[config.mk]
export PLATFORM = sky130hd
export DESIGN_NAME = fbc_queue
export DESIGN_NICKNAME = d
export VERILOG_FILES = /design/src/rtl/fbc_queue.sv
export SDC_FILE = /design/constraint.sdc
export NUM_CORES = 1
export LEC_CHECK = 0
export ABC_CLOCK_PERIOD_IN_PS = 3000
export CAP_MARGIN = 20
export CORE_MARGIN = 5
export CORE_UTILIZATION = 35
export CTS_CLUSTER_DIAMETER = 150
export DETAILED_ROUTE_END_ITERATION = 10
export DONT_BUFFER_PORTS = 1
export PLACE_DENSITY_LB_ADDON = 0.1
export RECOVER_POWER = 25
export SYNTH_ARGS = -nofsm -noshare
export SYNTH_HDL_FRONTEND = slang
export SYNTH_SLANG_ARGS = --single-unit
[constraint.sdc]
create_clock -name clk -period 3 [get_ports clk]
set_input_delay 0.6 -clock clk [delete_from_list [all_inputs] [get_ports clk]]
set_output_delay 0.6 -clock clk [all_outputs]
set_load 0.005 [all_outputs]
[src/rtl/fbc_queue.sv]
// fbc_queue: two-entry fifo between the corner front end and the plane test back end
// depends on nothing
module fbc_queue #(
  parameter int WIDTH = 34
) (
  input  logic             clk,
  input  logic             rst_n,
  input  logic             push_valid,
  output logic             push_ready,
  input  logic [WIDTH-1:0] push_data,
  output logic             pop_valid,
  input  logic             pop_ready,
  output logic [WIDTH-1:0] pop_data
);

  logic [WIDTH-1:0] entry_r [2];
  logic             wr_ptr_r;
  logic             rd_ptr_r;
  logic [1:0]       count_r;
  logic             do_push, do_pop;

  assign push_ready = (count_r != 2'd2);
  assign pop_valid  = (count_r != 2'd0);
  assign pop_data   = entry_r[rd_ptr_r];
  assign do_push    = push_valid && push_ready;
  assign do_pop     = pop_valid && pop_ready;

  // pointers and fill level
  always_ff @(posedge clk) begin
    if (!rst_n) begin
      wr_ptr_r <= 1'b0;
      rd_ptr_r <= 1'b0;
      count_r  <= 2'd0;
    end else begin
      if (do_push) wr_ptr_r <= !wr_ptr_r;
      if (do_pop)  rd_ptr_r <= !rd_ptr_r;
      count_r <= count_r + 2'(do_push) - 2'(do_pop);
    end
  end

  // storage
  always_ff @(posedge clk) begin
    if (do_push) begin
      entry_r[wr_ptr_r] <= push_data;
    end
  end

endmodule

-- After elaboration in Yosys (flattened, before gate mapping)
Memories as Yosys holds them, arrays and structs flattened. A register that Yosys moved wholly into a read port is not among the register bits.
Cells that the tools add are included.
- reduce and logical (&&, ||, !) cells: 5
- multiplexer cells: 4
- equal/unequal tests: 1
- add/sub/neg operators: 2
- operators with widths (operator ; number):
    $mux W1 ; 4
    $add A2 B1 Y2 ; 1
    $logic_and A1 B1 Y1 ; 2
    $logic_not A1 Y1 ; 2
    $ne A2 B2 Y1 const B ; 1
    $reduce_bool A2 Y1 ; 1
    $sub A2 B1 Y2 ; 1
- logic and storage cells: 16
- RAM bits: 68
- input port bits: 38
- register bits: 4
- memories: 1
- output and inout port bits: 36
- memories (name ; words ; width ; rd ports ; clocked after memory_dff ; wr ports ; line ; source):
    entry_r ; 2 ; 34 ; 1 ; 1 ; 1 ; 16 ; logic [WIDTH-1:0] entry_r [2];

-- Longest topological paths before layout
- word-level depth: 4
- depth in mapped cells: 6
- depth with buffers taken out: 6

-- Worst setup path before layout
No wires, ideal clock.
- path type: input-to-reg
- start point: in push_valid
- end point: mem entry_r[1][0], enable pin
- cell stages on the path: 1
- slack: 1.127 ns
- path buffers: 0
- library setup time: 0.394 ns
- arrival: 1.479 ns
- data required time: 2.606 ns
- cells stage by stage: and3_1
- word-level cells in the longest chain between the ends: 3
- ends and longest elaborated chain (what ; line ; source):
    start, declared ; 8 ; input logic push_valid,
    $logic_and A1 B1 Y1 ; 25 ; assign do_push = push_valid && push_ready;
    $mux W1 ; 43 ; if (do_push) begin
    $mux W1 (implied by the code) ; 44 ; entry_r[wr_ptr_r] <= push_data;
    end, declared ; 16 ;
No other way between the ends.

==> qor.yml <==
status:
  outcome: "completed"
clock_tree:
  ctsRootBufferMaster: "clkbuf_8"
  clock_latency_ps: 330
  hold_buffers: 0
  cts_inserted_buffers: 9
  cts_resized: 0
  cts_sinks: 73
  cts_tree: "yes"
  cts_buffer_depth: 2
  htreeDepth: 3
  cts_setup_buffers: 0
  clk_pin_slew_ps: 70
route:
  routed_wl_um: 4720
  dr.pass1.iters: 4
  final_antenna_net_count: 0
  route.detailed.wl_per_inst_um: 18.9
  drc_errors: 0
  drt-initial-drc-count: 48
  route.vias.total: 1192
  routed_via_density: 4.77
synthesis:
  synthCells: 136
  ys_ff_latch: 73
  synth.net_count: 175
  yosysSeqAreaShare_pct: 78.7
  synth_edf_count: 68
  syn_area_sq_mm: 0.00272
  synth_flop_cell: "edfxtp_1"
  synthDistinctLibCells: 25
  avgSynthCellArea_sq_um: 20.0
  synthArstFlopShare_pct: 0
  yosysWarnings: 0
grt:
  grt_max_degree: 35
  antenna_found_initial: 0
  globalRouteOverflowTotal: 0
  first_global_vias: 1360
  grtUsageTotal_pct: 10.5
  grt_pass1_wl_um: 7540
finish:
  final_cell_mix: "edfxtp_1 (68), mux2_1 (34), clkbuf_8 (9)"
  final_util_pct: 39.5
  multi_input_area_sq_um: 547
  fillers: 716
  syn_to_final_growth_pct: 10.9
  fin_area_sq_mm: 0.00302
  ff_latch_area_sq_mm: 0.00214
  finalNetCount: 183
  drive_gt1_share_pct: 11.5
  final_common_cell: "edfxtp_1"
  final_cell_count_no_fill: 250
  diodes: 0
sta:
  timing.final.crit_share_pct: 74.8
  tns_ps: 0
  tightest_slew_ps: 856
  fin_crit_ps: 2240
  rsz0062_at_grt: "no"
  relSlewSlack_pct: 42.9
  finalClockSkew_ps: 8.70
  finalMaxSlewViolations: 0
  hold_ws_ps: 357
  fmax_mhz: 446
  hold_violations: 0
  setup_violations: 0
setup_path:
  crit_path_max_fanout: 34
  path_cells: "mux2_1"
  crit_path_top_delay_cell: "dfxtp_2"
  cp_top_family: "flip-flops"
  cp-start-kind: "register"
  critPathRequiredTime_ps: 2400
  cp_num_buf_inv: 0
  cpPeakStageDelay_ps: 880
  critPathKind: "reg2out"
  setup.worst_path.end_class: "output pin"
  cp.arrival_ps: 1640
die:
  initial_core_util_pct: 35.6
  die_h_um: 98.2
  row_count: 32
  ioPinCount: 74
  dieArea_sq_mm: 0.00964
  die_w_um: 98.2
  core_sq_mm: 0.00765
placement:
  post_dp_cell_area_sq_mm: 0.00285
  routabilityCongestion: 0.650
  post-place-cells: 235
  numPortBuffers: 0
  place_hpwl_um: 3140
power:
  irDropWorstVdd_uv: 290
  pwr_density_cell_mw_per_mm2: 760
  leakagePower_uw: 0.000992
hold_path:
  hold_path_class: "in2reg"
job:
  drv_cap: 0
[path summary, 6_finish.rpt]
check	cells after the start	from	slack, ps	end
setup / recovery	1	register	760	pop_data[0]
hold / removal	0	push_data[22]	360	entry_r[1][22]$_DFFE_PP_
setup reg to reg	4	count_r[0]$_SDFF_PN0_	1140	entry_r[0][21]$_DFFE_PP_
hold reg to reg	2	rd_ptr_r$_SDFFE_PN0P_	510	register
[per-layer routing]
metal  vias to the layer above  track usage, %  part of all wire (%)
met4                         0            5.36                   2.0
met3                         9            5.71                   9.4
met5                         -               0                     0
met1                       598            10.5                    37
met2                        45            17.8                    52
li1                        540               -                     -
[logic make-up (layout without fill, tap and decap cells)]
family | count (synthesis) | after routing | share of synthesized area [%]
buffers and inverters | 6 | 18 | 1.29
adders and majority gates | 1 | 1 | 0.459
and+or+nand+nor | 15 | 15 | 3.59
DFF | 73 | 73 | 78.7
AOI/OAI and AO/OA | 6 | 6 | 1.61
muxes | 34 | 34 | 14.1
xor gates and xnor gates | 1 | 1 | 0.322
[area by class of cell]
class	instances	area share, %
clock buffer	10	4.23
clock inverter	5	1.57
inverter	2	0.249
multi-input combinational	57	18.1
sequential	73	71.0
tap	102	4.23
timing repair buffer	1	0.663
[metrics by stage]
stage,power [uW],worst slack (ps)
after CTS,2340,669
after floorplan,1560,1130
after detailed placement,1640,1050
final,2290,756
after global placement,1620,1100
after global routing,2420,591
[Yosys cell counts, drive strengths merged, types with 2 or more instances]
library cell | n | share of area, %
edfxtp | 68 | 75
mux2 | 34 | 14
dfxtp | 5 | 3.7
buf | 4 | 1.0
nor2 | 4 | 0.55
and3 | 2 | 0.46
inv | 2 | 0.28
o21ai | 2 | 0.37
[power breakdown]
part,switching (uW),total (uW),internal (uW)
Clock,323,695,371
Combinational,147,278,132
Sequential,83.1,1320,1240
Total,553,2290,1740
[flip-flops by register name (all words and copies together), names as in the netlist, named ones only]
name,flops
count_r,2
entry_r,68
rd_ptr_r,1
wr_ptr_r,1
Note: power is estimated with default switching activity, not from simulation.
