--- config.mk ---
export PLATFORM = sky130hd
export DESIGN_NAME = fbc_front_flat
export DESIGN_NICKNAME = d
export VERILOG_FILES = /design/src/rtl/fbc_in_if.sv /design/src/rtl/fbc_front.sv /design/src/flat_wrapper.sv
export SDC_FILE = /design/constraint.sdc
export NUM_CORES = 1
export LEC_CHECK = 0
export ABC_AREA = 1
export BUFFER_PORTS_ARGS = -buffer_cell sky130_fd_sc_hd__buf_2
export CORE_MARGIN = 2
export CORE_UTILIZATION = 35
export DETAILED_ROUTE_END_ITERATION = 8
export HOLD_SLACK_MARGIN = 0.1
export SETUP_SLACK_MARGIN = 0.5
export SLEW_MARGIN = 0
export SYNTH_ARGS = -nofsm -noshare
export SYNTH_HDL_FRONTEND = slang
export SYNTH_SLANG_ARGS = --single-unit
export TNS_END_PERCENT = 5
--- constraint.sdc ---
create_clock -name clk -period 6.7 [get_ports clk]
set_input_delay 0.67 -clock clk [delete_from_list [all_inputs] [get_ports clk]]
set_output_delay 0.67 -clock clk [all_outputs]
set_load 0.02 [all_outputs]
--- src/rtl/fbc_in_if.sv ---
// fbc_in_if / fbc_out_if: valid/ready channels for voxel beats and cull results
// depends on nothing; width follows COORD_WIDTH
interface fbc_in_if #(
  parameter int COORD_WIDTH = 16
);
  logic                          valid;
  logic                          ready;
  logic signed [COORD_WIDTH-1:0] voxel_x;
  logic signed [COORD_WIDTH-1:0] voxel_y;
  logic signed [COORD_WIDTH-1:0] voxel_z;

  modport source (output valid, output voxel_x, output voxel_y, output voxel_z,
                  input ready);
  modport sink (input valid, input voxel_x, input voxel_y, input voxel_z,
                output ready);
endinterface


--- src/rtl/fbc_front.sv ---
// fbc_front: accepts voxel beats and forms the low and high box corners per axis
// depends on fbc_in_if; feeds fbc_queue
module fbc_front #(
  parameter int COORD_WIDTH = 16
) (
  input  logic                         clk,
  input  logic                         rst_n,
  fbc_in_if.sink                       in_ch,
  output logic                         q_valid,
  input  logic                         q_ready,
  output logic [6*(COORD_WIDTH+1)-1:0] q_data
);

  localparam int CW = COORD_WIDTH + 1;

  logic          valid_r;
  logic [6*CW-1:0] corners_r;
  logic [6*CW-1:0] corners_nxt;
  logic signed [CW-1:0] cx, cy, cz;

  // widen by one bit so centre +- 1 stays exact
  always_comb begin
    cx = CW'(in_ch.voxel_x);
    cy = CW'(in_ch.voxel_y);
    cz = CW'(in_ch.voxel_z);
    corners_nxt = {cz + CW'(1), cz - CW'(1),
                   cy + CW'(1), cy - CW'(1),
                   cx + CW'(1), cx - CW'(1)};
  end

  assign in_ch.ready = !valid_r || q_ready;
  assign q_valid     = valid_r;
  assign q_data      = corners_r;

  // input register
  always_ff @(posedge clk) begin
    if (!rst_n) begin
      valid_r <= 1'b0;
    end else if (in_ch.ready) begin
      valid_r <= in_ch.valid;
    end
  end

  always_ff @(posedge clk) begin
    if (in_ch.valid && in_ch.ready) begin
      corners_r <= corners_nxt;
    end
  end

endmodule

--- src/flat_wrapper.sv ---
// flat-port wrapper written by rule: the top's interface ports become plain ports
module fbc_front_flat 
#(
  parameter int COORD_WIDTH = 16
)
  (clk, rst_n, q_valid, q_ready, q_data, in_ch_valid, in_ch_voxel_x, in_ch_voxel_y, in_ch_voxel_z, in_ch_ready);
  fbc_in_if #(.COORD_WIDTH(COORD_WIDTH)) in_ch_i ();
  input  logic clk;
  input  logic rst_n;
  output logic q_valid;
  input  logic q_ready;
  output logic [6*(COORD_WIDTH+1)-1:0] q_data;
  input wire logic [$bits(in_ch_i.valid)-1:0] in_ch_valid;
  input wire logic [$bits(in_ch_i.voxel_x)-1:0] in_ch_voxel_x;
  input wire logic [$bits(in_ch_i.voxel_y)-1:0] in_ch_voxel_y;
  input wire logic [$bits(in_ch_i.voxel_z)-1:0] in_ch_voxel_z;
  output wire logic [$bits(in_ch_i.ready)-1:0] in_ch_ready;
  assign in_ch_i.valid = in_ch_valid;
  assign in_ch_i.voxel_x = in_ch_voxel_x;
  assign in_ch_i.voxel_y = in_ch_voxel_y;
  assign in_ch_i.voxel_z = in_ch_voxel_z;
  assign in_ch_ready = in_ch_i.ready;
  fbc_front #(.COORD_WIDTH(COORD_WIDTH)) u_core (.clk(clk), .rst_n(rst_n), .in_ch(in_ch_i), .q_valid(q_valid), .q_ready(q_ready), .q_data(q_data));
endmodule
# Word-level counts from Yosys, hierarchy flattened
# Cells that the tools add are included.
# Widths: inputs -> output; s select.
# word_totals
ff_bits,103
# op_classes
n_addsub,6
n_reduce_logical,3
# ops
operator,count
$add 16x2->17 const B,3
$sub 16x2->17 const B,3
$logic_and 1x1->1,1
$logic_not 1->1,1
$logic_or 1x1->1,1

# Depth between registers and ports, before layout
# Gate-level depths: netlist (run 1).
# depth
ltp_word,3
ltp_mapped,7

# Least setup slack after synthesis (run 1)
# OpenSTA, ideal clock, no wires.
# synth_timing
path_kind,input-to-reg
start,in in_ch_valid
end,"reg u_core.corners_r[100], in the netlist u_core.q_data[100] (enable)"
setup_ns,0.590
arrival_ns,5.486
required_ns,6.110
setup_slack_ns,0.624
path_stages,2
n_path_buf,0
cell_sequence,inv_1 -> a21oi_1
# synth_via
elab_chain_len,1
# synth_rtl
element,line,rtl
"start, declared",flat_wrapper.sv:13,input wire logic [$bits(in_ch_i.valid)-1:0] in_ch_valid;
$logic_and 1x1->1,fbc_front.sv:45,if (in_ch.valid && in_ch.ready) begin
"end signal, assigned",fbc_front.sv:46,corners_r <= corners_nxt;
"end, declared",fbc_front.sv:17,logic [6*CW-1:0] corners_r;
# Every way passes these cells.
# A chain may end at the register's enable or synchronous reset.

# Worst setup path in the final report (run 1)
# layout_timing
start,in q_ready
end,"reg u_core.corners_r[46], in the netlist u_core.q_data[46] (enable)"
# layout_via
elab_chain_len,2
# layout_rtl
element,line,rtl
"start, declared",flat_wrapper.sv:11,input logic q_ready;
$logic_or 1x1->1,fbc_front.sv:31,assign in_ch.ready = !valid_r || q_ready;
$logic_and 1x1->1,fbc_front.sv:45,
# Every way passes these cells.

==> summary.md, run 1 <==
| Metric | Value |
|---|---|
| Synthesized area per cell | `8.843 um2` |
| FF-to-FF End | `u_core.q_data[46]$_DFFE_PP_` |
| P_sw | `0.4084 mW` |
| Ratio of cells with drive above 1 in the final layout | `25.58%` |
| Crit-path most repeated cell | `buf_4` |
| Row cnt | `45` |
| Pwr Total | `1.503 mW` |
| Hold Path Class | `in2reg` |
| Post-synth cell types | `26` |
| WP depth | `5` |
| Sequential element share of the synthesized area | `54.67%` |
| Vias per inst | `4.600` |
| Crit path max-delay family | `buffers and inverters` |
| Synth-to-layout area growth | `22.63%` |
| Total GRT Usage | `15.66%` |
| IO Port Bufs | `155` |
| CTS tree | `built` |
| Worst Setup Start Kind | `primary input` |
| # setup viols final | `0` |
| Ant. Diodes | `0` |
| Chip Width | `129.1 um` |
| Slowest CP cell | `buf_4` |
| Min Tclk post-route | `2157 ps` |
| Clk sink count | `100` |
| Vias in the first global route | `4097` |
| Routed vias | `4531` |
| FF+latch count, synth | `100` |
| Worst Path Required | `6690 ps` |
| Tightest Pin Transition | `662.3 ps` |
| Sw frac | `27.18%` |
| Run status | `finished, final reports clean` |
| Clock network power share | `35.3%` |
| Worst endpoint data arrival time | `2150 ps` |
| Fin crit share | `32.20%` |
| Crit-path cells | `buf_2 > inv_1 > a21oi_4 > buf_4 > buf_4` |
| FILL cells | `1506` |
| Hold slack | `557.6 ps` |
| Post-synth top flop | `edfxtp_1` |
| Synth top area cells | `edfxtp_1 (54%), nand2_1 (14%), nor2_1 (6.9%)` |
| Clk buf depth | `2` |
| Worst Reg2Reg Path Length in Cells | `3` |
| Fmax achieved | `463.6 MHz` |
| Total leakage power | `2.925 nW` |
| Global-route wire length before repair | `20070 um` |
| Largest net degree at the start of global routing | `53` |
| Total gr overflow | `0` |
| Setup CP Type | `in2reg` |
| Slew Limit Fails | `0` |
| CTS Buf Count | `9` |
| Hold endpoint | `u_core.q_valid$_SDFFE_PN0N_` |
| Final TNS setup | `0 ps` |
| FF-to-FF setup slack | `4610 ps` |
| Number of antenna violations at the first check in global routing | `0` |
| Commonest cells in the netlist | `nand2_1 (200), nor2_1 (101), edfxtp_1 (99)` |
| Post-route ant nets | `0` |
| DR iter-0 viols | `318` |
| Sequential share of power | `49.8%` |
| Mapped Cells | `619` |
| Critical path's largest stage delay | `630 ps` |
| Worst rel slew slack | `55.85%` |
| Reg clk slew, reported paths | `70 ps` |
| RSZ-0062 raised after global routing | `no` |
| Reg2reg start | `u_core.q_valid$_SDFFE_PN0N_` |
| Final net count | `827` |
| Final WL | `12880 um` |
| CP Max Fanout | `52` |
| Yosys top cell area share | `54.31%` |
| Area leader, netlist | `edfxtp_1` |
| EDFF count, synth | `99` |
| Comb pwr share | `15.0%` |
| Asr flop ratio synth | `0%` |
| Drt drc | `0` |
| Placed wire-length estimate | `9943 um` |
| Hold Crit Start | `rst_n` |
| Max-cap viol count | `0` |
| Syn. warnings | `0` |
| Int Power | `1.094 mW` |
| Initial DRT Pass Iterations | `4` |
| Final core occ | `43.99%` |
| Post-Route Skew | `6.551 ps` |
| Total setup buffers inserted after CTS | `0` |
| Most frequent cell after synthesis | `nand2_1` |
| GP Congestion | `0.8526` |
| Root Buffer | `clkbuf_16` |
| Routed wire per std cell | `13.08 um` |
| CP endpoint kind | `flop` |
| CTS H-Tree Depth | `3` |
| IO Pins | `156` |
| Die area | `16660 um2` |
| Clock Latency Late Sink | `360 ps` |
| # hold bufs at CTS | `0` |
| Final Hold Violating Endpoints | `0` |
| Initial core utilization | `35.88%` |
| Die H | `129.1 um` |
| Buf/Inv on CP | `4` |
| Synthesized area | `5474 um2` |
| Peak VDD IR | `0.1126 mV` |
| Hold depth | `2` |
| Core area | `15260 um2` |
| Synthesized Nets | `677` |
| # resized after CTS | `0` |
| Power Density | `223.8 nW/um2` |
## logic make-up after synthesis
group / after synthesis / synth area share, %
fa+ha+maj: 6 / 1.371
flops: 100 / 54.67
buf+inv: 79 / 6.514
simple gates: 381 / 29.65
xor+xnor: 41 / 6.560
compound gates: 12 / 1.234
## layout by cell type (no fill, tap or decap), types with 9 or more instances in the layout
master / count
xnor2_1: 9
nand2_1: 200
nor2_1: 101
nor2_2: 13
clkbuf_16: 9
nand4_1: 15
edfxtp_1: 99
inv_1: 60
xor2_1: 32
nand3_1: 39
buf_2: 155
## power by group through the flow
stage	logic, mW	clock network, mW	registers (mW)
6_report	0.225	0.530	0.748
5_1_grt	0.248	0.565	0.752
4_1_cts	0.227	0.549	0.749
3_5_place_dp	0.226	0	0.762
3_3_place_gp	0.225	0	0.763
2_1_floorplan	0.0923	0	0.818
## flip-flops by register name, indices dropped and copies added (netlist names)
register	flops
u_core.q_data	99
u_core.q_valid	1
## stage by stage
stage | cells | area (um2) | setup slack [ps]
floorplan | 619 | 5474 | 624.1
global placement | 969 | 6412 | 4170
detailed placement | 969 | 6412 | 4155
CTS | 985 | 6713 | 4526
global route | 985 | 6713 | 4437
finish | 985 | 6713 | 4543
## cell type report
type                    instances  area [um2]  share of cell area, %
well taps                     211       264.0                  3.933
clock inverters                 7       75.07                  1.118
flip-flops and latches        100        2993                  44.59
repair buffers                157       790.8                  11.78
clock buffers                   9       225.2                  3.355
multi-input cells             440        2136                  31.82
inverters                      61       229.0                  3.411
## worst max-delay path by stage
stage / start / to / slack, ps
2_1_floorplan: in_ch_valid / u_core.q_data[100]$_DFFE_PP_ / 620
3_3_place_gp: q_ready / u_core.q_data[46]$_DFFE_PP_ / 4170
3_5_place_dp: q_ready / u_core.q_data[46]$_DFFE_PP_ / 4150
4_1_cts: q_ready / u_core.q_data[83]$_DFFE_PP_ / 4530
5_1_grt: q_ready / u_core.q_data[74]$_DFFE_PP_ / 4440
6_report: q_ready / u_core.q_data[46]$_DFFE_PP_ / 4540
## metal layers
metal / share of wire (%) / track usage (%)
met1: 46 / 20.82
met2: 45 / 23.97
met3: 6.9 / 4.913
met4: 2.0 / 6.202
met5: 0 / 0
Note: power is estimated with default switching activity, not from simulation.
==> run 2: changes to the inputs <==
Clock period 6.7 ns to 1.8 ns, I/O delays scaled along.
==> summary.md, run 2 (same netlist as run 1, synthesis figures left out) <==
| Metric | Value |
|---|---|
| Max reg flops | `99` |
| Worst Path Required | `1840 ps` |
| Max-cap viol count | `0` |
| Run status | `finished, final reports clean` |
| Clk sink count | `100` |
| Crit-path cells | `a21oi_4 > buf_12 > buf_16` |
| # setup viols final | `0` |
| Placed wire-length estimate | `10260 um` |
| Post-route ant nets | `0` |
| Fmax achieved | `778.7 MHz` |
| Final net count | `829` |
| Root Buffer | `clkbuf_16` |
| Total GRT Usage | `15.96%` |
| RSZ-0062 raised after global routing | `yes` |
| Global-route wire length before repair | `20390 um` |
| Initial core utilization | `35.88%` |
| Tightest Pin Transition | `383.6 ps` |
| Routed vias | `4529` |
| Chip Width | `129.1 um` |
| Post-Route Skew | `5.058 ps` |
| CP endpoint kind | `flop` |
| CTS tree | `built` |
| Worst endpoint data arrival time | `1320 ps` |
| Worst rel slew slack | `74.33%` |
| Clock Latency Late Sink | `350 ps` |
| Synth-to-layout area growth | `24.27%` |
| M1 GR Usage | `21.70%` |
| Crit path max-delay family | `buffers and inverters` |
| CP Max Fanout | `40` |
| Min Tclk post-route | `1284 ps` |
| IO Pins | `156` |
| Final TNS setup | `0 ps` |
| Vias per inst | `4.589` |
| CTS Buf Count | `9` |
| Worst Setup Start Kind | `flop` |
| Met3 Resource Use GR | `3.675%` |
| IO Port Bufs | `155` |
| Initial DRT Pass Iterations | `5` |
| Vias in the first global route | `4060` |
| Dpl ws | `365.2 ps` |
| Final Hold Violating Endpoints | `0` |
| Row cnt | `45` |
| Hold Path Class | `in2reg` |
| Busiest grt layer | `met2` |
| DR iter-0 viols | `262` |
| Final WL | `13160 um` |
| Core area | `15260 um2` |
| Commonest cells after routing, fill and taps aside | `nand2_1 (200), buf_2 (155), nor2_1 (101)` |
| Die area | `16660 um2` |
| Total leakage power | `2.961 nW` |
| Buf/Inv on CP | `2` |
| Drt drc | `0` |
| Peak VDD IR | `0.4233 mV` |
| Number of antenna violations at the first check in global routing | `0` |
| Slew Limit Fails | `0` |
| CTS H-Tree Depth | `3` |
| Setup CP Type | `reg2reg` |
| Met2 Track Usage GR | `24.84%` |
| Power Density | `840.8 nW/um2` |
| Total gr overflow | `0` |
| FILL cells | `1483` |
| Largest net degree at the start of global routing | `41` |
| Critical path's largest stage delay | `360 ps` |
| Total setup buffers inserted after CTS | `0` |
| Routed wire per std cell | `13.33 um` |
| Die H | `129.1 um` |
| Slowest CP cell | `dfxtp_4` |
| GP Congestion | `0.8844` |
| Reg clk slew, reported paths | `70 ps` |
| Final core occ | `44.58%` |
| Fin crit share | `71.34%` |
| Ant. Diodes | `0` |
| Fin worst setup slack | `515.8 ps` |
| Most common cell after layout, fill and taps aside | `nand2_1` |
| Clk buf depth | `2` |
| Ratio of cells with drive above 1 in the final layout | `25.64%` |
==> run 2: path summary, 6_finish.rpt <==
kind	cells past startpoint	endpoint	slack, ps	start
worst max-delay path	3	u_core.q_data[46]$_DFFE_PP_	520	u_core.q_valid$_SDFFE_PN0N_
worst min-delay path	3	u_core.q_valid$_SDFFE_PN0N_	140	in_ch_valid
worst max register to register	3	u_core.q_data[46]$_DFFE_PP_	520	u_core.q_valid$_SDFFE_PN0N_
worst min register to register	2	u_core.q_valid$_SDFFE_PN0N_	530	u_core.q_valid$_SDFFE_PN0N_
==> run 2: layer usage <==
layer | wire (um) | vias to the layer above
met5 | 0 | -
met4 | 218 | 0
met3 | 1019 | 12
li1 | - | 2304
met2 | 5864 | 171
met1 | 6054 | 2042
==> run 2: timing repair <==
item / in CTS / in global routing
hold endpoints to repair: 1 / 0
setup endpoints to repair: 0 / 77
hold buffers: 1 / 0
resized for setup: 0 / 2
==> run 2: report_power, final <==
| group | switching (mW) | internal, mW | leakage, nW |
|---|---|---|---|
| registers | 0.0391 | 2.74 | 0.967 |
| logic | 0.603 | 0.265 | 1.85 |
| clock network | 0.853 | 1.22 | 0.147 |
| total | 1.49 | 4.22 | 2.96 |
==> run 2: cell type report <==
cell class / count / area [um2] / share of cell area (%)
Sequential cell: 100 / 2997 / 44.05
Multi-Input combinational cell: 440 / 2136 / 31.40
Timing Repair Buffer: 159 / 860.8 / 12.65
Tap cell: 211 / 264.0 / 3.881
Clock buffer: 10 / 229.0 / 3.366
Inverter: 61 / 229.0 / 3.366
Clock inverter: 6 / 87.58 / 1.287
==> run 2: worst register-to-register path, delay by kind of cell (launching register included) <==
kind                   cells  cell delay [ps]
DFF                        1              360
AOI/OAI and AO/OA          1              140
buffers and inverters      2              450
==> run 2: metrics by stage <==
step                      hold slack, ps  cells  total power [mW]  cell area (um2)
after detailed placement           426.7    970             3.698             6461
after global placement             426.4    970             3.695             6461
final                              137.5    987             5.720             6803
after global routing               162.5    987             5.956             6803
after CTS                          121.2    987             5.784             6788
after floorplan                    323.1    619             3.375             5489
